[src/hdl/mna_ram.sv]
// ----------------------------------------------------------------------------
// mna_ram
// Single-port synchronous RAM with registered read data.
// ----------------------------------------------------------------------------
module mna_ram #(
    parameter int WIDTH = 32,
    parameter int DEPTH = 64
) (
    input  logic                     clk,
    input  logic                     we,
    input  logic [$clog2(DEPTH)-1:0] addr,
    input  logic [WIDTH-1:0]         wdata,
    output logic [WIDTH-1:0]         rdata
);

    logic [WIDTH-1:0] mem [DEPTH];

    // Write and read through one address
    always_ff @(posedge clk)
    begin
        if (we)
        begin
            mem[addr] <= wdata;
        end
        rdata <= mem[addr];
    end

endmodule

[config.mk]
export PLATFORM = sky130hd
export DESIGN_NAME = mna_ram
export DESIGN_NICKNAME = d
export VERILOG_FILES = /design/src/hdl/mna_ram.sv
export SDC_FILE = /design/constraint.sdc
export NUM_CORES = 2
export LEC_CHECK = 0
export ABC_AREA = 1
export BUFFER_PORTS_ARGS = -buffer_cell sky130_fd_sc_hd__buf_2
export CAP_MARGIN = 15
export CORE_MARGIN = 1
export CORE_UTILIZATION = 60
export CTS_BUF_LIST = sky130_fd_sc_hd__clkbuf_16
export DETAILED_ROUTE_END_ITERATION = 12
export GPL_ROUTABILITY_DRIVEN = 1
export PLACE_DENSITY = 0.74
export SYNTH_ARGS = -nofsm -noshare
export SYNTH_HDL_FRONTEND = slang
export SYNTH_SLANG_ARGS = --single-unit
export TNS_END_PERCENT = 5
[constraint.sdc]
create_clock -name clk -period 6 [get_ports clk]
set_input_delay 0.3 -clock clk [delete_from_list [all_inputs] [get_ports clk]]
set_output_delay 0.3 -clock clk [all_outputs]
set_load 0.01 [all_outputs]
## Word level (Yosys, flattened, before mapping)

Memories as Yosys holds them, arrays and structs flattened. A register that Yosys moved wholly into a read port is not among the register bits.
Index checks and enable logic that the tools add are counted.

| word-level totals | value |
|---|---|
| register bits after elaboration | 0 |
| latch bits | 0 |
| bits in writable memories | 2,048 |
| ROM bits | 0 |
| input port bits | 40 |
| output and inout port bits | 32 |
| memories kept | 1 |

| cells by class | value |
|---|---|
| $add $sub $neg | 0 |
| multipliers | 0 |
| div/mod/pow operators | 0 |
| $lt $le $gt $ge | 0 |
| equality and inequality tests | 0 |
| shift operators | 0 |
| muxes and demuxes | 2 |
| bitwise logic cells | 0 |
| reductions and logical operators | 0 |

Memories:

| name | words | width | read ports | clocked after Yosys merged registers in | write ports | line | RTL |
|---|---|---|---|---|---|---|---|
| mem | 64 | 32 | 1 | 1 | 1 | 16 | `logic [WIDTH-1:0] mem [DEPTH];` |

Operator list:

| operator | count |
|---|---|
| $mux W1 | 2 |

## Longest topological paths before layout

| logic depth | value |
|---|---|
| depth in word-level cells | 2 |
| mapped depth | 15 |
| depth with buffers taken out | 11 |

## Least setup slack after synthesis

Ideal clock, no wire load.

| path | value |
|---|---|
| kind | input to register |
| start | in addr[0] |
| end | mem mem[41][0], enable pin |
| data arrival time | 4,083 ps |
| data required time | 5,498 ps |
| path slack | 1,415 ps |
| cell stages on the path | 6 |
| path buffers | 4 |
| cells stage by stage | buf_4 -> inv_2 -> buf_6 -> buf_4 -> buf_2 -> nor4_1 |

RTL lines:

| what | line | RTL |
|---|---|---|
| start: declaration | 11 | `input logic [$clog2(DEPTH)-1:0] addr,` |
| end: declaration | 16 |  |

Straight into the memory's write port.

## Worst setup path after layout

| path | value |
|---|---|
| start | in addr[2] |
| end | mem mem[28][29], enable pin |

Straight into the memory's write port.

==> PnR_summary.wiki <==
{| class="wikitable"
! Metric !! Value
|-
| Run status || finished clean
|-
| Via density per instance || 5.72
|-
| Synth cell count leaders || sky130_fd_sc_hd__nand2_1 (5728), sky130_fd_sc_hd__edfxtp_1 (2048), sky130_fd_sc_hd__buf_2 (244)
|-
| Resized cells post-CTS || 0
|-
| Total standard cell area after synthesis || ~87000 um2
|-
| Detailed Place HPWL || about 130 mm
|-
| Largest net degree at the start of global routing || about 190
|-
| Cell depth of the worst flop-to-flop path || 10
|-
| Count of input and output buffers || just over 70
|-
| Number of register bits inferred by synthesis || between 2k and 2.5k
|-
| Class of the tightest hold or removal check || primary input to register
|-
| Clock slew at the register clock pins of the worst setup and hold paths || 60 ps
|-
| Die Wd || roughly 380 um
|-
| Final count of hold timing violations || 0
|-
| Portion of synthesized cell area occupied by the leading cell type || around 71%
|-
| Power per standard cell area || ~320 nW/um2
|-
| Number of fill cells in the layout || between 10k and 15k
|-
| Period utilisation layout || 57.4%
|-
| Maximum number of buffers from clock root to sink || 3
|-
| Final standard cell utilization of the core || about two thirds
|-
| Number of warnings issued by yosys || 0
|-
| Number of nets in the final layout || between 8k and 9k
|-
| Cells traversed along the worst timing path || buf_8, inv_8, nor2_1, nand3_1, nor2_4, buf_4
|-
| Part of the Yosys area used for sequential elements || 71.8%
|-
| Top Ports || 72
|-
| Max IR drop VDD || approximately 0.00031 V
|-
| Number of library cell types mapped by synthesis || 21
|-
| Starting density of the core || between 60% and 70%
|-
| Transition time of the tightest slew-check pin || 1270 ps
|-
| Violation count after the first detailed-routing iteration || a little under 9k
|-
| Finished Layout Cells || 10.5k
|-
| Remaining global-route overflow || 0
|-
| Main area contributors after synthesis || sky130_fd_sc_hd__edfxtp_1 (71%), sky130_fd_sc_hd__nand2_1 (25%), sky130_fd_sc_hd__buf_2 (1.4%), sky130_fd_sc_hd__dfxtp_1 (0.74%), sky130_fd_sc_hd__nor2_1 (0.59%)
|-
| Max-capacitance violation count || 0
|-
| Number of buffers inserted by post-CTS setup repair || 0
|-
| Clock latency on the worst-skew pair || 850 ps
|-
| Worst Path Arrival || 3990 ps
|-
| Highest net fanout along the worst path || 66
|-
| Count of standard-cell rows || ~140
|-
| Global-route wire length before repair || approximately 360 mm
|-
| Highest clock rate || approximately 0.29 GHz
|-
| Count of flip-flops with a built-in enable after synthesis || 2048
|-
| Via count of the first global-routing pass || between 50k and 60k
|-
| CTS Root Buffer Type || sky130_fd_sc_hd__clkbuf_16
|-
| Reg area || between 60000 and 70000 um2
|-
| Most used flip-flop cell after synthesis || sky130_fd_sc_hd__edfxtp_1
|-
| Pre-Repair DR Iteration Count || 7
|-
| H-Tree Depth || 4
|-
| Unrepaired setup endpoints after global routing || false
|-
| Static Leakage || between 0.04 and 0.05 uW
|-
| Number of buffers created by CTS || 202
|-
| Synthesized Nets || 8480
|-
| Setup violators final || 0
|-
| Sum of negative setup slack || 0 ps
|-
| Die area || ~150000 um2
|-
| Count of hold-fix buffers inserted at cts || 0
|-
| Mean Syn Cell Area || ~10 um2
|-
| Gp weighted congestion || between 0.8 and 0.9
|-
| Layout-stage area growth over the synthesis result || 10.3%
|-
| DRC errors left || 0
|-
| Critical Path Sink Type || register
|-
| Worst EP required || between 6000 and 7000 ps
|-
| Global-route total usage across every layer || 33.7%
|-
| Detailed-route via count || 60.1k
|-
| Hold path cells || 2
|-
| Gate count of the mapped netlist || ~8.4k
|-
| Tmin final || around 3400 ps
|-
| Pins Over Slew Limit || 0
|-
| Detailed-route wire length || between 200 and 250 mm
|-
| Total clock sinks || 2080
|-
| Cell count after placement || approximately 10k
|-
| Number of antenna-violating nets in the routed design || 0
|-
| Placeable Area || about 140000 um2
|-
| Cell type of the slowest stage on the worst timing path || sky130_fd_sc_hd__nor2_4
|-
| Critical path class || primary input to register
|-
| Final non-filler cell area || 95500 um2
|-
| Startpoint Class || primary input
|-
| TritonCTS clock tree || built
|-
| Share of flip-flops with an asynchronous set or reset || 0%
|-
| Multi-input gate area || 22800 um2
|-
| Top cell type by total area after synthesis || sky130_fd_sc_hd__edfxtp_1
|-
| Area after detailed placement || roughly 89000 um2
|-
| Cell with the most instances after synthesis || sky130_fd_sc_hd__nand2_1
|-
| Initial antenna violation count || 15
|-
| Slew HR || 15.3%
|-
| Layout cells sized above 1 || about 6.8%
|-
| Setup clock skew after layout || slightly above 40 ps
|-
| Detail-routed net length per standard cell || ~23 um
|-
| Biggest cell delay along the critical path || 1080 ps
|-
| Die Y || between 300 and 400 um
|}
## path summary, 6_finish.rpt
kind,slack [ps],startpoint,endpoint
setup reg to reg,4110,mem[33][15]$_DFFE_PP_,rdata[15]$_DFF_P_
hold reg to reg,750,mem[42][30]$_DFFE_PP_,rdata[30]$_DFF_P_
hold / removal,170,wdata[30],mem[60][30]$_DFFE_PP_
setup / recovery,2550,addr[2],mem[28][29]$_DFFE_PP_
## cell families after synthesis
group	synth area share, %
and+or+nand+nor	25.7
DFF	71.8
buffers and inverters	2.40
AOI/OAI and AO/OA	0.0839
## metrics by stage
stage / total power [uW] / worst slack (ps) / hold WS (ps)
floorplan: 17500 / 1420 / 399
global placement: 18300 / 1960 / 699
detailed placement: 18300 / 1820 / 697
CTS: 30200 / 2690 / 131
global route: 30900 / 2430 / 168
finish: 30200 / 2550 / 170
## power breakdown
group	total [uW]	switching [uW]	internal, uW	leakage, uW
clock network	12100	5420	6710	0.00328
logic	1900	1480	418	0.0182
registers	16100	52.7	16100	0.0187
## routing by layer
layer	GRT usage, %	vias up	wire, um
li1	-	27275	-
met1	45.6	28393	90800
met2	52.9	3831	113000
met3	6.99	626	28900
met4	15.5	12	11600
met5	0	-	74
## final cells by class
type / count / share of cell area, %
inverters: 30 / 0.142
repair buffers: 225 / 1.79
flip-flops and latches: 2080 / 65.1
well taps: 1890 / 2.48
clock inverters: 167 / 1.15
diodes: 3 / 0.00787
multi-input cells: 5908 / 23.9
clock buffers: 207 / 5.43
## placed cells by master, fill, tap and decap left out, drive strengths merged
master    synthesis  final
buf             286    225
bufinv            0     11
clkbuf          136    207
clkinv            0     97
clkinvlp          0      3
dfxtp            32     32
diode             0      3
edfxtp         2048   2048
inv              30     86
nand2          5728   5728
nand3            13     13
nand4             2      2
nor2            137    137
nor3              8      8
nor4              2      2
o211ai            5      5
o21ai             7      7
or2               6      6
## sequential cells by signal, indices dropped and copies added, names as in the netlist
register	flops
rdata	32
mem	2048
## worst max-delay path: cells and delay by family
kind          cells  cell delay [ps]
simple gates      3             2380
buf+inv           3             1180
Note: power is estimated with default switching activity, not from simulation.
