===== src/hdl/mna_pkg.sv =====
// ----------------------------------------------------------------------------
// mna_pkg
// Shared constants, codes and types of the MNA stamping engine.
// ----------------------------------------------------------------------------
package mna_pkg;

    // Matrix geometry and fixed-point format
    localparam int MAX_DIM   = 64;
    localparam int FRAC_BITS = 16;
    localparam int DIM_W     = $clog2(MAX_DIM);
    localparam int ADDR_W    = 2 * DIM_W;
    localparam int DIV_W     = 2 * FRAC_BITS + 1;
    localparam int DIVC_W    = $clog2(DIV_W + 1);

    // Element kinds
    localparam logic [2:0] K_CLEAR = 3'd0;
    localparam logic [2:0] K_RES   = 3'd1;
    localparam logic [2:0] K_VSRC  = 3'd2;
    localparam logic [2:0] K_IND   = 3'd3;
    localparam logic [2:0] K_ISRC  = 3'd4;
    localparam logic [2:0] K_READ  = 3'd5;

    // Result status codes
    localparam logic [2:0] ST_OK     = 3'd0;
    localparam logic [2:0] ST_BAD    = 3'd1;
    localparam logic [2:0] ST_BRANCH = 3'd2;
    localparam logic [2:0] ST_ZERO_R = 3'd3;
    localparam logic [2:0] ST_SAT    = 3'd4;

    // Conductance from the reciprocal unit
    typedef struct packed {
        logic [31:0] g;
        logic        sat;
    } recip_t;

endpackage


===== src/hdl/mna_recip.sv =====
// ----------------------------------------------------------------------------
// mna_recip
// Bit-serial restoring divider: conductance 2^(2*FRAC_BITS) / resistance.
// ----------------------------------------------------------------------------
module mna_recip (
    input  logic                clk,
    input  logic                rst_n,
    input  logic                start,
    input  logic [31:0]         value,
    output logic                done,
    output mna_pkg::recip_t     result
);
    import mna_pkg::*;

    logic              busy_reg, busy_next;
    logic              done_reg, done_next;
    logic [DIVC_W-1:0] cnt_reg, cnt_next;
    logic [32:0]       rem_reg, rem_next;
    logic [DIV_W-1:0]  q_reg, q_next;
    logic [31:0]       mag_reg, mag_next;
    logic              neg_reg, neg_next;

    logic [32:0] trial;
    logic        ge;
    logic [63:0] q_wide;
    logic [31:0] q_clamp;

    // One quotient bit per cycle
    always_comb
    begin
        trial     = {rem_reg[31:0], q_reg[DIV_W-1]};
        ge        = trial >= {1'b0, mag_reg};
        busy_next = busy_reg;
        done_next = 1'b0;
        cnt_next  = cnt_reg;
        rem_next  = rem_reg;
        q_next    = q_reg;
        mag_next  = mag_reg;
        neg_next  = neg_reg;
        if (start)
        begin
            busy_next = 1'b1;
            cnt_next  = '0;
            rem_next  = '0;
            q_next    = {1'b1, {(DIV_W-1){1'b0}}};
            mag_next  = value[31] ? (~value + 32'd1) : value;
            neg_next  = value[31];
        end
        else if (busy_reg)
        begin
            rem_next = ge ? (trial - {1'b0, mag_reg}) : trial;
            q_next   = {q_reg[DIV_W-2:0], ge};
            cnt_next = cnt_reg + 1'b1;
            if (cnt_reg == DIVC_W'(DIV_W - 1))
            begin
                busy_next = 1'b0;
                done_next = 1'b1;
            end
        end
    end

    // Hold control and datapath
    always_ff @(posedge clk or negedge rst_n)
    begin
        if (!rst_n)
        begin
            busy_reg <= 1'b0;
            done_reg <= 1'b0;
        end
        else
        begin
            busy_reg <= busy_next;
            done_reg <= done_next;
        end
    end

    always_ff @(posedge clk)
    begin
        cnt_reg <= cnt_next;
        rem_reg <= rem_next;
        q_reg   <= q_next;
        mag_reg <= mag_next;
        neg_reg <= neg_next;
    end

    // Clamp quotient, apply sign, saturate positive full scale
    always_comb
    begin
        q_wide  = 64'(q_reg);
        q_clamp = (q_wide > 64'h8000_0000) ? 32'h8000_0000 : q_wide[31:0];
        if (neg_reg)
        begin
            result.g   = ~q_clamp + 32'd1;
            result.sat = 1'b0;
        end
        else if (q_clamp == 32'h8000_0000)
        begin
            result.g   = 32'h7FFF_FFFF;
            result.sat = 1'b1;
        end
        else
        begin
            result.g   = q_clamp;
            result.sat = 1'b0;
        end
    end

    assign done = done_reg;

endmodule


===== config.mk =====
export PLATFORM = sky130hd
export DESIGN_NAME = mna_recip
export DESIGN_NICKNAME = d
export VERILOG_FILES = /design/src/hdl/mna_pkg.sv /design/src/hdl/mna_recip.sv
export SDC_FILE = /design/constraint.sdc
export NUM_CORES = 1
export LEC_CHECK = 0
export ABC_AREA = 1
export BUFFER_PORTS_ARGS = -buffer_cell sky130_fd_sc_hd__buf_2
export CAP_MARGIN = 20
export CORE_UTILIZATION = 60
export DETAILED_ROUTE_END_ITERATION = 12
export PLACE_DENSITY = 0.8
export SYNTH_ARGS = -nofsm -noshare
export SYNTH_HDL_FRONTEND = slang
export SYNTH_SLANG_ARGS = --single-unit

===== constraint.sdc =====
create_clock -name clk -period 5.11 [get_ports clk]
set_input_delay 1.022 -clock clk [delete_from_list [all_inputs] [get_ports clk]]
set_output_delay 1.022 -clock clk [all_outputs]
set_load 0.005 [all_outputs]

**After elaboration in Yosys (flattened, before gate mapping)**

Index checks and enable logic that the tools add are counted.

- Register bits: 106
- Input bits: 35
- Output and inout bits: 34
- Logic and storage cells: 29

- Add/subtract/negate cells: 4
- $lt $le $gt $ge: 2
- Eq/ne operators: 2
- Muxes and demuxes: 11
- Bitwise logic cells: 2

Operators with widths:

| kind | count |
|---|---|
| 33-bit 2-to-1 mux | 2 |
| 32-bit by 1-bit adder with 32-bit output (second input constant) | 2 |
| 32-bit 2-to-1 mux | 2 |
| 32-bit inverter | 2 |
| 33-bit by 32-bit >= comparator with 1-bit output | 1 |
| 33-bit by 32-bit greater-than comparator with 1-bit output (second input constant) | 1 |
| 32-bit == test (second input constant) | 1 |
| 32-bit subtractor | 1 |
| 31-bit 2-to-1 mux | 1 |
| 6-bit by 1-bit adder with 6-bit output (second input constant) | 1 |
| 6-bit == test (second input constant) | 1 |
| 1-bit 2-to-1 mux | 6 |

**Logic depth before layout (Yosys ltp)**

- Depth after elaboration: 5
- Mapped depth: 21
- Gate-level depth less buffers: 17

**Worst setup path after synthesis**

No wires, ideal clock.

- Path type: flip-flop to output port
- Start: register q_reg[7]
- End: output port result[11] (netlist name)
- Data arrival time: 2.380 ns
- Required time: 4.088 ns
- Slack: 1.708 ns
- Stages on the path, launching flop included: 22
- Path buffers: 6
- Path through: dfxtp_1 > buf_2 > nor2_1 > nand2_1 > nor2_1 > nand2_1 > nor2_2 > nand2_2 > nand2_4 > buf_6 > buf_4 > buf_4 > nand2_1 > ha_1 > nand2_2 > nor2_4 > nand3_2 > nor2_4 > inv_2 > buf_6 > buf_8 > nand3_2

RTL lines:

| item | line | text |
|---|---|---|
| from (decl) | mna_recip.sv:19 | `logic [DIV_W-1:0] q_reg, q_next;` |
| from (signal assigned) | mna_recip.sv:81 | `q_reg <= q_next;` |
| to (decl) | mna_recip.sv:11 | `output mna_pkg::recip_t result` |

==> out/metrics.yaml <==
grt:
  globalRouteTotalUtil: 0.316
  global_route.usage.met2: 0.506
  grtUsageMet1: 0.434
  grt_first_pass_wirelength_um: 37000
  initial_antenna_violation_count: 0
  vias_in_the_first_global_route: 7788
  globalRouteMet3Util: 0.0514
  global_route.peak_usage_layer: "met2"
  globalRouteOverflowTotal: 0
  maximum_number_of_pins_on_one_net_before_global_route_repair: 54
routing:
  dr.first_iter.drc_count: 843
  vias: 8552
  drt_drc_violations_left: 0
  route.detailed.wl_per_inst_um: 14.4
  drt.antenna.violating_nets: 0
  viasPerCell: 5.57
  totalWireLength_um: 22000
  first_pass_iters: 5
final_layout:
  multi_input_area_um2: 5050
  largest_register_ffs: 33
  final_cell_area_um2: 9110
  final_cell_mix: "sky130_fd_sc_hd__nand2_1, sky130_fd_sc_hd__inv_1, sky130_fd_sc_hd__nor2_1"
  nets: 1425
  area_growth_syn_to_layout_pct: 7.94
  antenna_cells: 0
  postLayoutCoreUtil: 0.675
  area.sequential_um2: 2460
  drive_above_1_share: 0.0957
  mostFrequentLayoutCell: "sky130_fd_sc_hd__nand2_1"
  fill_cells: 1263
placement:
  buffers_added_on_ports: 68
  dpl-instance-area_um2: 8780
  place_congestion: 0.988
  detailed_place_hpwl_um: 17000
worst_setup_path:
  crit_buf_inv: 2
  crit_path_frequent_cell: "sky130_fd_sc_hd__nand2_1"
  timing.rr.end: "rem_reg[18]"
  ff2ff_path_depth: 17
  critical-path-slowest-cell: "sky130_fd_sc_hd__inv_2"
  critical_path.reg2reg.startpoint: "mag_reg[2]"
  endpoint_kind: "primary output"
  cpPeakStageDelay_ns: 0.41
  cp_max_fo: 53
  critical_path.startpoint_type: "flop"
  worst-endpoint-arrival_ns: 3.25
  critical_path.top_delay_family: "simple AND/OR/NAND/NOR gates"
  worst-r2r-setup-slack_ns: 1.91
  criticalPathCategory: "reg2out"
  critical_path.cell_chain: "nor2_1 > nand2_1 > nor2_1 > nand2_1 > nor2_2 > nand2_2 > nand2_4 > nand2_1 > ha_1 > nand2_2 > nor2_4 > nand3_2 > nor2_4 > inv_2 > nand3_1 > buf_2"
  wp_data_required_ns: 4.09
timing:
  final_setup_violation_count: 0
  relSlewSlack: 0.364
  finalWorstPathRequiredPeriod_ns: 4.27
  worst_clock_skew_ns: 0.0132
  timing.fmax_mhz: 234
  period_share: 0.836
  timing.final.max_slew_violations: 0
  rsz0062_at_grt: "false"
  setup-tns-final_ns: 0
  worst-slew-pin-transition_ns: 0.952
  final-hold-violation-count: 0
logic_synthesis:
  postSynthCellCount: 1317
  synth-seq-cells: 106
  syn_area_um2: 8440
  synth_edf_count: 33
  average_footprint_of_a_synthesized_cell_um2: 6.41
  ys.warnings.count: 0
  synth.yosys.seq_area_share: 0.292
  postSynth.asyncResetShare: 0.0189
  synth.net_count: 1389
  synth.distinct_cells: 42
  postSynth.topFlopCell: "sky130_fd_sc_hd__dfxtp_1"
status:
  outcome: "complete, no violations"
clocking:
  tritoncts: "built"
  number_of_buffers_on_the_longest_clock_path: 2
  cts_buffer_count: 9
  clock_insertion_delay_worst_skew_ns: 0.36
  cts.repair_timing.setup_buffer_count: 0
  clk_pin_slew_ns: 0.08
  cts-htree-levels: 3
  cts-root-buf: "sky130_fd_sc_hd__clkbuf_16"
  total_of_cells_resized_after_clock_tree_synthesis: 0
  ctsHoldBuffers: 0
  cts.sink_count: 106
floorplanning:
  fp.dieArea_um2: 14500
  initial_core_utilization: 0.625
  num_rows: 42
  ioPinCount: 69
  die_x_um: 121
  die_height_um: 121
  fp.coreArea_um2: 13500
power:
  irDropWorstVdd_mv: 0.235
  leakagePower_nw: 4.72
  powerDensity_nw_per_um2: 411
flow_run:
  timing.max_cap.violations: 0
min_path:
  hold_class: "in2async"
-- Yosys cell counts (5+ instances only) --
library cell / count / area share
sky130_fd_sc_hd__a21oi_1: 82 / 0.049
sky130_fd_sc_hd__buf_2: 6 / 0.0036
sky130_fd_sc_hd__buf_4: 6 / 0.0053
sky130_fd_sc_hd__buf_6: 5 / 0.0067
sky130_fd_sc_hd__clkbuf_1: 27 / 0.012
sky130_fd_sc_hd__dfxtp_1: 71 / 0.17
sky130_fd_sc_hd__edfxtp_1: 33 / 0.12
sky130_fd_sc_hd__ha_1: 36 / 0.053
sky130_fd_sc_hd__inv_1: 162 / 0.072
sky130_fd_sc_hd__inv_2: 12 / 0.0053
sky130_fd_sc_hd__nand2_1: 364 / 0.16
sky130_fd_sc_hd__nand2_2: 6 / 0.0044
sky130_fd_sc_hd__nand3_1: 122 / 0.072
sky130_fd_sc_hd__nand3_2: 9 / 0.011
sky130_fd_sc_hd__nand3b_1: 16 / 0.014
sky130_fd_sc_hd__nand4_1: 16 / 0.012
sky130_fd_sc_hd__nor2_1: 132 / 0.059
sky130_fd_sc_hd__nor3_1: 15 / 0.0089
sky130_fd_sc_hd__o21ai_0: 79 / 0.047
sky130_fd_sc_hd__o21ai_1: 5 / 0.0030
sky130_fd_sc_hd__o21bai_1: 5 / 0.0044
sky130_fd_sc_hd__o31ai_1: 14 / 0.012
sky130_fd_sc_hd__o41ai_1: 13 / 0.013
sky130_fd_sc_hd__xnor2_1: 12 / 0.012
sky130_fd_sc_hd__xor2_1: 34 / 0.035
-- cell type report --
| type | count | share of cell area |
|---|---|---|
| Timing Repair Buffer | 74 | 0.0423 |
| Multi-Input combinational cell | 985 | 0.554 |
| Clock inverter | 6 | 0.00851 |
| Tap cell | 176 | 0.0242 |
| Inverter | 177 | 0.0729 |
| Clock buffer | 10 | 0.0275 |
| Sequential cell | 106 | 0.270 |
-- metrics by stage --
step | setup WS (ns) | power [mW] | cells | hold WS (ns)
floorplan | 1.71 | 2.55 | 1317 | 0.463
global placement | 1.36 | 2.95 | 1518 | 0.476
detailed placement | 1.25 | 2.98 | 1518 | 0.477
CTS | 0.865 | 3.72 | 1534 | 0.423
global route | 0.534 | 4.07 | 1534 | 0.419
finish | 0.836 | 3.74 | 1534 | 0.427
-- kinds of logic (layout without fill, tap and decap cells) --
family,Yosys count,after routing,synth area share
flip-flops,106,106,0.292
XOR/XNOR,46,46,0.0477
AO/OA/AOI/OAI,211,211,0.141
adder cells (fa/ha/maj),37,37,0.0557
AND/OR/NAND/NOR,691,691,0.354
buffers and inverters,226,267,0.110
-- power breakdown --
part / leakage (nW) / internal (mW) / switching (mW)
clock: 0.159 / 0.379 / 0.348
sequential: 0.924 / 1.01 / 0.107
combinational: 3.64 / 0.677 / 1.22
total: 4.72 / 2.07 / 1.68
-- per-layer routing --
metal,vias to the layer above,share of wire,wire length [um]
met1,3847,0.47,10400
li1,4364,-,-
met4,0,0.027,585
met3,46,0.059,1310
met2,295,0.44,9710
met5,-,0,0
-- worst max path at each step --
stage	from	to	slack (ns)	cells after the start
after floorplan	q_reg[7]	result[11]	1.71	21
after global placement	q_reg[5]	result[5]	1.36	16
after detailed placement	q_reg[15]	result[4]	1.25	16
after CTS	q_reg[5]	result[4]	0.86	16
after global routing	q_reg[16]	result[5]	0.53	16
final	q_reg[5]	result[4]	0.84	16
Note: power is estimated with default switching activity, not from simulation.
